===== src/tds_pkg.sv =====
// Shared types and constants for the text duration summer.
package tds_pkg;

  localparam int unsigned FifoDepthDef = 4;

  localparam int unsigned ByteW  = 8;
  localparam int unsigned FieldW = 7;
  localparam int unsigned LenW   = 4;
  localparam int unsigned PhaseW = 4;
  localparam int unsigned TimeW  = 19;  // 99*3600 + 99*60 + 99 fits
  localparam int unsigned TotalW = 32;

  localparam logic [LenW-1:0] TimeWordLen = LenW'(8);
  localparam logic [LenW-1:0] LenSat      = LenW'(9);

  localparam logic [11:0] SecPerHour = 12'd3600;
  localparam logic [5:0]  SecPerMin  = 6'd60;

  localparam logic [ByteW-1:0] ChComma = 8'h2C;
  localparam logic [ByteW-1:0] ChDot   = 8'h2E;
  localparam logic [ByteW-1:0] ChDash  = 8'h2D;
  localparam logic [ByteW-1:0] ChSpace = 8'h20;
  localparam logic [ByteW-1:0] ChNul   = 8'h00;
  localparam logic [ByteW-1:0] ChTab   = 8'h09;
  localparam logic [ByteW-1:0] ChCr    = 8'h0D;
  localparam logic [ByteW-1:0] ChZero  = 8'h30;
  localparam logic [ByteW-1:0] ChNine  = 8'h39;

  // Position in the H-M-S pattern
  localparam logic [PhaseW-1:0] PhH0   = 4'd0;
  localparam logic [PhaseW-1:0] PhH1   = 4'd1;
  localparam logic [PhaseW-1:0] PhH2   = 4'd2;
  localparam logic [PhaseW-1:0] PhM0   = 4'd3;
  localparam logic [PhaseW-1:0] PhM1   = 4'd4;
  localparam logic [PhaseW-1:0] PhM2   = 4'd5;
  localparam logic [PhaseW-1:0] PhS0   = 4'd6;
  localparam logic [PhaseW-1:0] PhS1   = 4'd7;
  localparam logic [PhaseW-1:0] PhDone = 4'd8;

  // One closed word (or end marker) handed from front to back
  typedef struct packed {
    logic              count;
    logic              last;
    logic [FieldW-1:0] hour;
    logic [FieldW-1:0] minute;
    logic [FieldW-1:0] second;
  } tds_word_t;

endpackage


===== src/tds_if.sv =====
// Valid/ready channel interfaces for the byte input and the total output.
interface tds_in_if;
  logic       valid;
  logic       ready;
  logic [7:0] text_byte;
  logic       end_of_text;

  modport source (output valid, output text_byte, output end_of_text, input ready);
  modport sink (input valid, input text_byte, input end_of_text, output ready);
endinterface

interface tds_out_if;
  logic        valid;
  logic        ready;
  logic [31:0] total_seconds;

  modport source (output valid, output total_seconds, input ready);
  modport sink (input valid, input total_seconds, output ready);
endinterface


===== src/tds_front.sv =====
// Front end: splits bytes into words and tracks the H-M-S pattern.
module tds_front import tds_pkg::*; (
  input  logic        clk_i,
  input  logic        rst_ni,
  tds_in_if.sink      in_i,
  output logic        push_o,
  output tds_word_t   word_o,
  input  logic        push_ready_i
);

  function automatic logic [FieldW-1:0] dec_step(input logic [FieldW-1:0] v,
                                                 input logic [3:0] d);
    logic [10:0] x;
    x = 11'({4'b0, v}) * 11'd10 + 11'({7'b0, d});
    return x[FieldW-1:0];
  endfunction

  logic [LenW-1:0]   len_q, len_d;
  logic [PhaseW-1:0] ph_q, ph_d;
  logic              good_q, good_d;
  logic [FieldW-1:0] h_q, h_d, m_q, m_d, s_q, s_d;

  logic              accept;
  logic              sep, digit, dash;
  logic [3:0]        dval;
  logic              cur_ok, nxt_ok;
  logic [ByteW-1:0]  b;

  assign b      = in_i.text_byte;
  assign accept = in_i.valid && in_i.ready;
  assign in_i.ready = push_ready_i;

  assign sep   = (b >= ChTab && b <= ChCr) || b == ChSpace || b == ChComma ||
                 b == ChDot || b == ChNul;
  assign digit = (b >= ChZero) && (b <= ChNine);
  assign dash  = (b == ChDash);
  assign dval  = 4'(b - ChZero);

  // Pattern advance for one word byte
  always_comb begin
    len_d  = len_q;
    ph_d   = ph_q;
    good_d = good_q;
    h_d    = h_q;
    m_d    = m_q;
    s_d    = s_q;
    if (len_q < LenSat) begin
      len_d = len_q + LenW'(1);
    end
    if (good_q && ph_q < PhDone) begin
      case (ph_q)
        PhH0: begin
          if (digit) begin
            h_d  = FieldW'(dval);
            ph_d = PhH1;
          end else begin
            good_d = 1'b0;
          end
        end
        PhH1: begin
          if (digit) begin
            h_d  = dec_step(h_q, dval);
            ph_d = PhH2;
          end else if (dash) begin
            ph_d = PhM0;
          end else begin
            good_d = 1'b0;
          end
        end
        PhH2: begin
          if (dash) ph_d = PhM0;
          else      good_d = 1'b0;
        end
        PhM0: begin
          if (digit) begin
            m_d  = FieldW'(dval);
            ph_d = PhM1;
          end else begin
            good_d = 1'b0;
          end
        end
        PhM1: begin
          if (digit) begin
            m_d  = dec_step(m_q, dval);
            ph_d = PhM2;
          end else if (dash) begin
            ph_d = PhS0;
          end else begin
            good_d = 1'b0;
          end
        end
        PhM2: begin
          if (dash) ph_d = PhS0;
          else      good_d = 1'b0;
        end
        PhS0: begin
          if (digit) begin
            s_d  = FieldW'(dval);
            ph_d = PhS1;
          end else begin
            good_d = 1'b0;
          end
        end
        PhS1: begin
          if (digit) s_d = dec_step(s_q, dval);
          ph_d = PhDone;
        end
        default: begin
        end
      endcase
    end
  end

  assign cur_ok = (len_q == TimeWordLen) && good_q && (ph_q >= PhS1);
  assign nxt_ok = (len_d == TimeWordLen) && good_d && (ph_d >= PhS1);

  // A separator closes the word as is; a final word byte closes it after update
  always_comb begin
    word_o.last   = in_i.end_of_text;
    word_o.count  = sep ? cur_ok : (in_i.end_of_text && nxt_ok);
    word_o.hour   = sep ? h_q : h_d;
    word_o.minute = sep ? m_q : m_d;
    word_o.second = sep ? s_q : s_d;
  end

  assign push_o = accept && (word_o.count || in_i.end_of_text);

  always_ff @(posedge clk_i or negedge rst_ni) begin
    if (!rst_ni) begin
      len_q  <= '0;
      ph_q   <= PhH0;
      good_q <= 1'b1;
      h_q    <= '0;
      m_q    <= '0;
      s_q    <= '0;
    end else if (accept) begin
      if (sep || in_i.end_of_text) begin
        len_q  <= '0;
        ph_q   <= PhH0;
        good_q <= 1'b1;
        h_q    <= '0;
        m_q    <= '0;
        s_q    <= '0;
      end else begin
        len_q  <= len_d;
        ph_q   <= ph_d;
        good_q <= good_d;
        h_q    <= h_d;
        m_q    <= m_d;
        s_q    <= s_d;
      end
    end
  end

endmodule


===== src/tds_fifo.sv =====
// Small register queue of closed words between front and back.
module tds_fifo import tds_pkg::*; #(
  parameter int unsigned Depth = FifoDepthDef
) (
  input  logic      clk_i,
  input  logic      rst_ni,
  input  logic      push_i,
  input  tds_word_t push_data_i,
  output logic      push_ready_o,
  output logic      pop_valid_o,
  output tds_word_t pop_data_o,
  input  logic      pop_i
);

  localparam int unsigned PtrW = (Depth > 1) ? $clog2(Depth) : 1;
  localparam int unsigned CntW = $clog2(Depth + 1);
  localparam logic [CntW-1:0] CntFull = CntW'(Depth);
  localparam logic [PtrW-1:0] PtrLast = PtrW'(Depth - 1);

  tds_word_t       mem_q [Depth];
  logic [PtrW-1:0] wr_q, rd_q;
  logic [CntW-1:0] cnt_q;
  logic            do_push, do_pop;

  assign push_ready_o = (cnt_q != CntFull);
  assign pop_valid_o  = (cnt_q != '0);
  assign pop_data_o   = mem_q[rd_q];
  assign do_push      = push_i && push_ready_o;
  assign do_pop       = pop_i && pop_valid_o;

  always_ff @(posedge clk_i) begin
    if (do_push) mem_q[wr_q] <= push_data_i;
  end

  always_ff @(posedge clk_i or negedge rst_ni) begin
    if (!rst_ni) begin
      wr_q  <= '0;
      rd_q  <= '0;
      cnt_q <= '0;
    end else begin
      if (do_push) wr_q <= (wr_q == PtrLast) ? '0 : wr_q + PtrW'(1);
      if (do_pop)  rd_q <= (rd_q == PtrLast) ? '0 : rd_q + PtrW'(1);
      if (do_push && !do_pop)      cnt_q <= cnt_q + CntW'(1);
      else if (do_pop && !do_push) cnt_q <= cnt_q - CntW'(1);
    end
  end

endmodule


===== src/tds_back.sv =====
// Back end: converts words to seconds, accumulates and emits the total.
module tds_back import tds_pkg::*; (
  input  logic      clk_i,
  input  logic      rst_ni,
  input  logic      word_valid_i,
  input  tds_word_t word_i,
  output logic      pop_o,
  tds_out_if.source out_o
);

  logic              s1_valid_q;
  logic              s1_last_q;
  logic [TimeW-1:0]  s1_time_q;
  logic [TimeW-1:0]  time_d;
  logic [TotalW-1:0] acc_q, sum;
  logic              out_valid_q;
  logic [TotalW-1:0] out_total_q;
  logic              s1_adv;

  // Constant-coefficient products, registered before the accumulate
  assign time_d = word_i.count ?
                  (TimeW'(word_i.hour) * TimeW'(SecPerHour) +
                   TimeW'(word_i.minute) * TimeW'(SecPerMin) +
                   TimeW'(word_i.second)) : '0;

  assign s1_adv = s1_valid_q && (!s1_last_q || !out_valid_q || out_o.ready);
  assign pop_o  = word_valid_i && (!s1_valid_q || s1_adv);
  assign sum    = acc_q + TotalW'(s1_time_q);

  assign out_o.valid         = out_valid_q;
  assign out_o.total_seconds = out_total_q;

  always_ff @(posedge clk_i) begin
    if (pop_o) begin
      s1_time_q <= time_d;
      s1_last_q <= word_i.last;
    end
    if (s1_adv && s1_last_q) out_total_q <= sum;
  end

  always_ff @(posedge clk_i or negedge rst_ni) begin
    if (!rst_ni) begin
      s1_valid_q  <= 1'b0;
      acc_q       <= '0;
      out_valid_q <= 1'b0;
    end else begin
      if (pop_o)       s1_valid_q <= 1'b1;
      else if (s1_adv) s1_valid_q <= 1'b0;
      if (s1_adv) acc_q <= s1_last_q ? '0 : sum;
      if (s1_adv && s1_last_q) out_valid_q <= 1'b1;
      else if (out_o.ready)    out_valid_q <= 1'b0;
    end
  end

endmodule


===== src/text_duration_summer.sv =====
// Top level of the text duration summer.
//
// in_i carries one text byte per transaction plus end_of_text on the final
// byte. Words are split on whitespace, comma, period and NUL; an 8-byte word
// starting with H-M-S (one or two digits each) adds H*3600+M*60+S to a
// wrapping 32-bit total. On the final byte the total goes out as one
// transaction on out_o and is cleared.
// Throughput: one byte per cycle while the queue has room. The front end
// parses each byte in the cycle it is accepted and queues only closed time
// words and end markers. With nothing queued ahead, the final byte's end
// marker is queued on the accepting edge, then passes the seconds conversion
// register, then the accumulator/output register that drives out_o.
// Reset clears the word state, the queue, the total and the output.
// When out_o stalls, the back end holds at the next end marker, the queue
// fills and in_i.ready drops once it is full; input keeps flowing until then.
module text_duration_summer import tds_pkg::*; #(
  parameter int unsigned FifoDepth = FifoDepthDef
) (
  input  logic       clk_i,
  input  logic       rst_ni,
  tds_in_if.sink     in_i,
  tds_out_if.source  out_o
);

  logic      push, push_ready, pop, pop_valid;
  tds_word_t push_word, pop_word;

  tds_front u_front (
    .clk_i        (clk_i),
    .rst_ni       (rst_ni),
    .in_i         (in_i),
    .push_o       (push),
    .word_o       (push_word),
    .push_ready_i (push_ready)
  );

  tds_fifo #(
    .Depth (FifoDepth)
  ) u_fifo (
    .clk_i        (clk_i),
    .rst_ni       (rst_ni),
    .push_i       (push),
    .push_data_i  (push_word),
    .push_ready_o (push_ready),
    .pop_valid_o  (pop_valid),
    .pop_data_o   (pop_word),
    .pop_i        (pop)
  );

  tds_back u_back (
    .clk_i        (clk_i),
    .rst_ni       (rst_ni),
    .word_valid_i (pop_valid),
    .word_i       (pop_word),
    .pop_o        (pop),
    .out_o        (out_o)
  );

endmodule


===== src/flat_wrapper.sv =====
// flat-port wrapper written by rule: the top's interface ports become plain ports
module text_duration_summer_flat import tds_pkg::*;
#(
  parameter int unsigned FifoDepth = FifoDepthDef
)
  (clk_i, rst_ni, in_i_valid, in_i_text_byte, in_i_end_of_text, in_i_ready, out_o_valid, out_o_total_seconds, out_o_ready);
  tds_in_if in_i_i ();
  tds_out_if out_o_i ();
  input  logic clk_i;
  input  logic rst_ni;
  input wire logic [$bits(in_i_i.valid)-1:0] in_i_valid;
  input wire logic [$bits(in_i_i.text_byte)-1:0] in_i_text_byte;
  input wire logic [$bits(in_i_i.end_of_text)-1:0] in_i_end_of_text;
  output wire logic [$bits(in_i_i.ready)-1:0] in_i_ready;
  output wire logic [$bits(out_o_i.valid)-1:0] out_o_valid;
  output wire logic [$bits(out_o_i.total_seconds)-1:0] out_o_total_seconds;
  input wire logic [$bits(out_o_i.ready)-1:0] out_o_ready;
  assign in_i_i.valid = in_i_valid;
  assign in_i_i.text_byte = in_i_text_byte;
  assign in_i_i.end_of_text = in_i_end_of_text;
  assign in_i_ready = in_i_i.ready;
  assign out_o_valid = out_o_i.valid;
  assign out_o_total_seconds = out_o_i.total_seconds;
  assign out_o_i.ready = out_o_ready;
  text_duration_summer #(.FifoDepth(FifoDepth)) u_core (.clk_i(clk_i), .rst_ni(rst_ni), .in_i(in_i_i), .out_o(out_o_i));
endmodule

===== config.mk =====
export PLATFORM = sky130hd
export DESIGN_NAME = text_duration_summer_flat
export DESIGN_NICKNAME = d
export VERILOG_FILES = /design/src/tds_pkg.sv /design/src/tds_if.sv /design/src/tds_front.sv /design/src/tds_fifo.sv /design/src/tds_back.sv /design/src/text_duration_summer.sv /design/src/flat_wrapper.sv
export SDC_FILE = /design/constraint.sdc
export NUM_CORES = 1
export LEC_CHECK = 0
export ABC_AREA = 0
export BUFFER_PORTS_ARGS = -buffer_cell sky130_fd_sc_hd__buf_2
export CAP_MARGIN = 30
export CORE_ASPECT_RATIO = 1.1
export CORE_MARGIN = 2
export CORE_UTILIZATION = 45
export CTS_BUF_LIST = sky130_fd_sc_hd__clkbuf_8
export DETAILED_ROUTE_END_ITERATION = 8
export HOLD_SLACK_MARGIN = 0.15
export PLACE_DENSITY_LB_ADDON = 0.3
export SLEW_MARGIN = 0
export SYNTH_ARGS = -nofsm -noshare
export SYNTH_HDL_FRONTEND = slang
export SYNTH_SLANG_ARGS = --single-unit

===== constraint.sdc =====
create_clock -name clk_i -period 16.3 [get_ports clk_i]
set_clock_uncertainty 0.05 [all_clocks]
set_input_delay 3.26 -clock clk_i [delete_from_list [all_inputs] [get_ports clk_i]]
set_output_delay 3.26 -clock clk_i [all_outputs]
set_load 0.05 [all_outputs]

=== Word level (Yosys, flattened, before mapping) ===
Memories as Yosys holds them, arrays and structs flattened.
Index checks and enable logic that the tools add are counted.

* Flip-flop bits (word level): 123
* Bits in writable memories: 92
* Input port bits: 13
* Output and inout port bits: 34
* Logic and storage cells: 145
* Memories kept: 1

* Add/sub/neg operators: 12
* $mul: 5
* Order comparisons: 8
* Equality and inequality tests: 16
* Multiplexer cells: 48
* Reduce and logical (&&, ||, !) cells: 40

{| class="wikitable"
|+ Memories
! memory !! depth !! width !! read ports !! clocked after memory_dff !! write ports !! RTL line !! text
|-
| u_core.u_fifo.mem_q || 4 || 23 || 1 || 0 || 1 || tds_fifo.sv:20 || <nowiki>tds_word_t mem_q [Depth];</nowiki>
|}

{| class="wikitable"
|+ Operator list
! cell !! number
|-
| two-way mux 7 bit || 15
|-
| two-way mux 4 bit || 11
|-
| case mux 7 bit (2 select lines) || 3
|-
| adder 32 x 19 -> 32 bit || 1
|-
| == test 8 x 6 -> 1 bit, second input constant || 4
|-
| two-way mux 32 bit || 1
|-
| case mux 4 bit (8 select lines) || 1
|-
| adder 7 x 4 -> 7 bit || 3
|-
| multiplier 7 x 3 -> 6 bit, second input constant || 3
|-
| adder 19 x 13 -> 19 bit || 1
|-
| adder 19 x 7 -> 19 bit || 1
|-
| logical AND 1 bit || 17
|-
| == test 4 x 3 -> 1 bit, second input constant || 4
|-
| multiplier 7 x 8 -> 15 bit, second input constant || 1
|-
| two-way mux 1 bit || 12
|-
| multiplier 7 x 4 -> 11 bit, second input constant || 1
|-
| logical OR 1 bit || 9
|-
| == test 4 x 2 -> 1 bit, second input constant || 2
|-
| == test 4 bit, second input constant || 2
|-
| >= comparator 4 x 3 -> 1 bit, second input constant || 2
|-
| >= comparator 8 x 4 -> 1 bit, second input constant || 1
|-
| >= comparator 8 x 6 -> 1 bit, second input constant || 1
|-
| <= comparator 8 x 4 -> 1 bit, second input constant || 1
|-
| <= comparator 8 x 6 -> 1 bit, second input constant || 1
|-
| 19 further kinds || 31
|}

=== Longest topological paths before layout ===
* Word-level depth: 16
* Depth in mapped cells: 24

=== Hierarchy ===
Synthesis repeated with hierarchy kept, for this count alone.

* Cells, all modules: 1080
* Area, all modules: 12936.2 um^2

{| class="wikitable"
|+ Modules (own cells, without submodules)
! module !! times used !! cells each !! area an instance (um^2) !! seq. area each (um^2)
|-
| tds_back || 1 || 607 || 6348.6 || 2412.3
|-
| tds_fifo || 1 || 158 || 3802.4 || 2937.8
|-
| tds_front || 1 || 315 || 2785.2 || 752.0
|}

=== Least setup slack after synthesis ===
OpenSTA, ideal clock, no wires.

* Path kind: register -> register
* From: reg u_core.u_fifo.rd_q[0]
* To: reg u_core.u_back.s1_time_q[15], data pin
* Library setup time: 0.266 ns
* Arrival: 5.816 ns
* Data required time: 15.984 ns
* Path slack: 10.168 ns
* Stages on the path, launching flop included: 24
* Clock period less this slack: 6.132 ns
* Cells stage by stage: dfrtp_1 > clkbuf_1 > buf_1 > mux4_2 > fa_1 > fa_1 > ha_1 > nor2b_1 > o21ai_0 > a21boi_0 > o21a_1 > o21ai_0 > nand2b_1 > a21oi_1 > xnor2_1 > ha_1 > ha_1 > a21o_1 > a41oi_1 > inv_1 > a21oi_1 > nor2b_1 > xnor2_1 > nor2_1

* Cells in the longest elaborated chain, start to end: 4
* Elaborated cells on any way between the ends: 5

{| class="wikitable"
|+ RTL lines
! item !! RTL line !! text
|-
| start: declaration || tds_fifo.sv:21 || <nowiki>logic [PtrW-1:0] wr_q, rd_q;</nowiki>
|-
| start signal: assignment || tds_fifo.sv:42 || <nowiki>if (do_pop) rd_q <= (rd_q == PtrLast) ? '0 : rd_q + PtrW'(1);</nowiki>
|-
| memory (4 x 23 bit) * || - ||
|-
| multiplier 7 x 8 -> 15 bit / multiplier 7 x 4 -> 11 bit (equally long branches) || tds_back.sv:22, tds_back.sv:23 ||
|-
| adder 19 x 13 -> 19 bit || tds_back.sv:22 || <nowiki>(TimeW'(word_i.hour) * TimeW'(SecPerHour) +</nowiki>
|-
| adder 19 x 7 -> 19 bit || tds_back.sv:23 || <nowiki>TimeW'(word_i.minute) * TimeW'(SecPerMin) +</nowiki>
|-
| end signal: assignment || tds_back.sv:35 || <nowiki>s1_time_q <= time_d;</nowiki>
|-
| end: declaration || tds_back.sv:13 || <nowiki>logic [TimeW-1:0] s1_time_q;</nowiki>
|}

Every way passes the cells marked *; elsewhere a longest branch is shown, timed or not.
A chain may end at the register's enable or synchronous reset.

=== Worst setup path after layout ===
Ends and elaborated chain as after synthesis.

==> results.txt <==
clk slew on worst S/H paths - 0.06 ns
dpl hpwl - 18300 microns
Yosys reg bits - 215
crit path DAT - 6.16 ns
Final ANT Viol Nets - 0
hold depth - 2
worst skew pair latency - 0.53 ns
vias per cell - 5.46
CTS Sinks - 215
slew at the pin closest to its max-slew limit - 1.05 ns
CP Cell Sequence - buf_4 -> mux4_2 -> fa_1 -> fa_1 -> ha_1 -> nor2b_1 -> o21ai_0 -> a21boi_0 -> o21a_1 -> o21ai_0 -> nand2b_1 -> a21oi_1 -> xnor2_1 -> ha_1 -> ha_1 -> a21o_1 -> a41oi_1 -> inv_1 -> a21oi_1 -> nor2b_1 -> xnor2_1 -> nor2_1
wire per inst - 16.1 microns
synth-to-layout area growth - 11.1%
CTS Buf Count - 38
drt initial violations - 420
Syn. warnings - 0
EDFF count, synth - 144
drt pass-1 iters - 5
total negative slack - 0 ns
Ports - 47
CP Depth - 22
synth top area cells - edfxtp_1 (34%), dfrtp_1 (14%), ha_1 (11%)
Worst Reg-to-Reg Cells - 22
Critical Path Most Common Cell - ha_1
Commonest cells post-synth - edfxtp_1 (144), ha_1 (114), nand2_1 (72)
run status - finished, final reports clean
Yosys cell types - 62
min Tclk post-route - 5.95 ns
vias in the first global route - 8509
post-cts resize count - 0
crit path to - u_core.u_back.s1_time_q[15]
Max-cap violations - 0
Main synth FF type - edfxtp_1
mean post-synth cell area - 11.8 sq um
# diodes - 0
H-tree depth - 2
Final Slew Violations - 0
slowest cell on the critical path - mux4_2
max_slew headroom - 30.0%
most common cell in the netlist - edfxtp_1
Hold Vio Cnt, Final - 0
RSZ-0062 raised after global routing - false
asr flop ratio synth - 33.0%
GPL Wtd Cong - 0.908
worst r2r dst - u_core.u_back.s1_time_q[15]
CTS hold repair buffers - 0
Setup Buffers After CTS - 0
Total Routed Length - 24700 microns
antenna violations before repair - 0
share of layout cells above drive strength 1 - 13.2%
final global-route overflow total - 0
TritonCTS clock tree - yes
DIE AREA - 0.0296 sq mm
Final Util - 50.9%
Top delay family on crit path - adder cells
Core ar. - 0.0278 sq mm
number of remaining DRC errors - 0
type of the worst min-delay path - flip-flop to flip-flop
r2r setup slk - 10.35 ns
CP bufs+invs - 2
Worst EP required - 16.51 ns
period utilisation layout - 36.5%
largest net degree at the start of global routing - 64
first-pass GRT wire length - 41400 microns
Die Height - 180 microns
endpoints failing setup - 0
Cells after Synth - 1077
Synth top area share - 34.0%
Worst Setup End Kind - flip-flop
Nets - 1297
reg2reg start - u_core.u_fifo.rd_q[0]
FMAX - 168 MHz
kind of critical path - flip-flop to flip-flop
total track usage - 17.3%
clock root cell - clkbuf_8
port bufs - 46
CP startpoint - u_core.u_fifo.rd_q[0]
maximum fanout along the worst path - 27
CP startpoint kind - flip-flop
vias post-DR - 8379
Synth area leader - edfxtp_1
Synth Cell Area - 0.0127 sq mm
clk buf depth - 3
syn_nets - 1232
Rows - 64
Seq/Total Area, Yosys - 48.0%
Initial Util - 45.8%
Die X - 164 microns
Max stage delay on crit path - 0.66 ns
[cells in the final DEF (no fill, tap or decap), types with 6 or more instances in the layout]
master	synthesis	routed
o31ai_1	6	6
dfrtp_1	70	70
clkinv_2	0	7
o2111ai_1	6	6
mux4_2	22	22
mux2i_1	10	10
inv_1	65	73
nand2_1	72	72
fa_1	28	28
buf_2	3	45
nor2_1	69	69
buf_4	0	11
a22o_1	38	38
nor3_1	26	25
a31o_2	6	6
clkbuf_8	0	40
a22oi_1	7	7
edfxtp_1	144	144
or3_1	8	8
a31oi_1	8	7
xor2_1	30	30
a21o_1	22	22
nor2b_1	20	20
ha_1	114	114
nand2b_1	12	12
xnor2_1	46	46
nand3_1	21	21
a21oi_1	47	47
and2_1	13	13
a211oi_1	8	8
clkinv_1	0	10
o21a_1	7	7
and3_1	7	7
o21ai_0	44	44
[sequential cells by signal, indices dropped and copies added (netlist names), 3 cells and up]
name and flops:
u_core.u_front.len_q 4, u_core.u_fifo.cnt_q 3, u_core.u_back.acc_q 32, u_core.u_front.ph_q 4, u_core.u_front.h_q 7, u_core.u_fifo.mem_q 92
u_core.u_front.s_q 7, u_core.u_back.out_o.total_seconds 32, u_core.u_front.m_q 7, u_core.u_back.s1_time_q 19
[worst min path at each step]
stage,start,end
after floorplan,u_core.u_back.acc_q[0],u_core.u_back.acc_q[0]
after global placement,u_core.u_back.acc_q[0],u_core.u_back.acc_q[0]
after detailed placement,u_core.u_back.acc_q[0],u_core.u_back.acc_q[0]
after CTS,u_core.u_back.acc_q[0],u_core.u_back.acc_q[0]
after global routing,u_core.u_back.acc_q[0],u_core.u_back.acc_q[0]
final,u_core.u_back.acc_q[2],u_core.u_back.acc_q[2]
[tightest hold or removal path, cell delays in order, from the launching register on]
cell,delay [ns]
dfrtp_1,0.34
nand2_1,0.05
nand2_1,0.05
[metrics by stage]
| stage | instance area (sq um) | instances | setup slack (ns) | hold slack (ns) |
|---|---|---|---|---|
| 2_1_floorplan | 12700 | 1077 | 10.17 | 0.393 |
| 3_3_place_gp | 13400 | 1460 | 9.88 | 0.404 |
| 3_5_place_dp | 13400 | 1465 | 10.02 | 0.418 |
| 4_1_cts | 14100 | 1534 | 10.29 | 0.431 |
| 5_1_grt | 14100 | 1534 | 9.97 | 0.464 |
| 6_report | 14100 | 1534 | 10.35 | 0.422 |
[layout make-up]
type / instances / area, sq um
fillers: 2410 / 13600
clock inverters: 29 / 159
well taps: 363 / 454
repair buffers: 61 / 379
clock buffers: 40 / 551
inverters: 65 / 244
multi-input cells: 761 / 6250
flip-flops and latches: 215 / 6100
[cell families after synthesis]
logic type / synth area share, %
XOR/XNOR: 5.23
buffers and inverters: 3.01
flip-flops: 48.0
adder cells (fa/ha/maj): 15.6
multiplexers: 5.03
AO/OA/AOI/OAI: 12.8
AND/OR/NAND/NOR: 10.3
[layer usage]
metal	global-route usage [%]	vias up	part of all wire, %
met5	0	-	0
met4	6.67	0	2.7
met3	2.62	46	3.3
met2	30.0	148	50
met1	21.6	4053	44
li1	-	4132	-
Power is left out: the tool's default activity adds up to more than one toggle a clock period on the data nets, which glitch-free logic cannot reach.
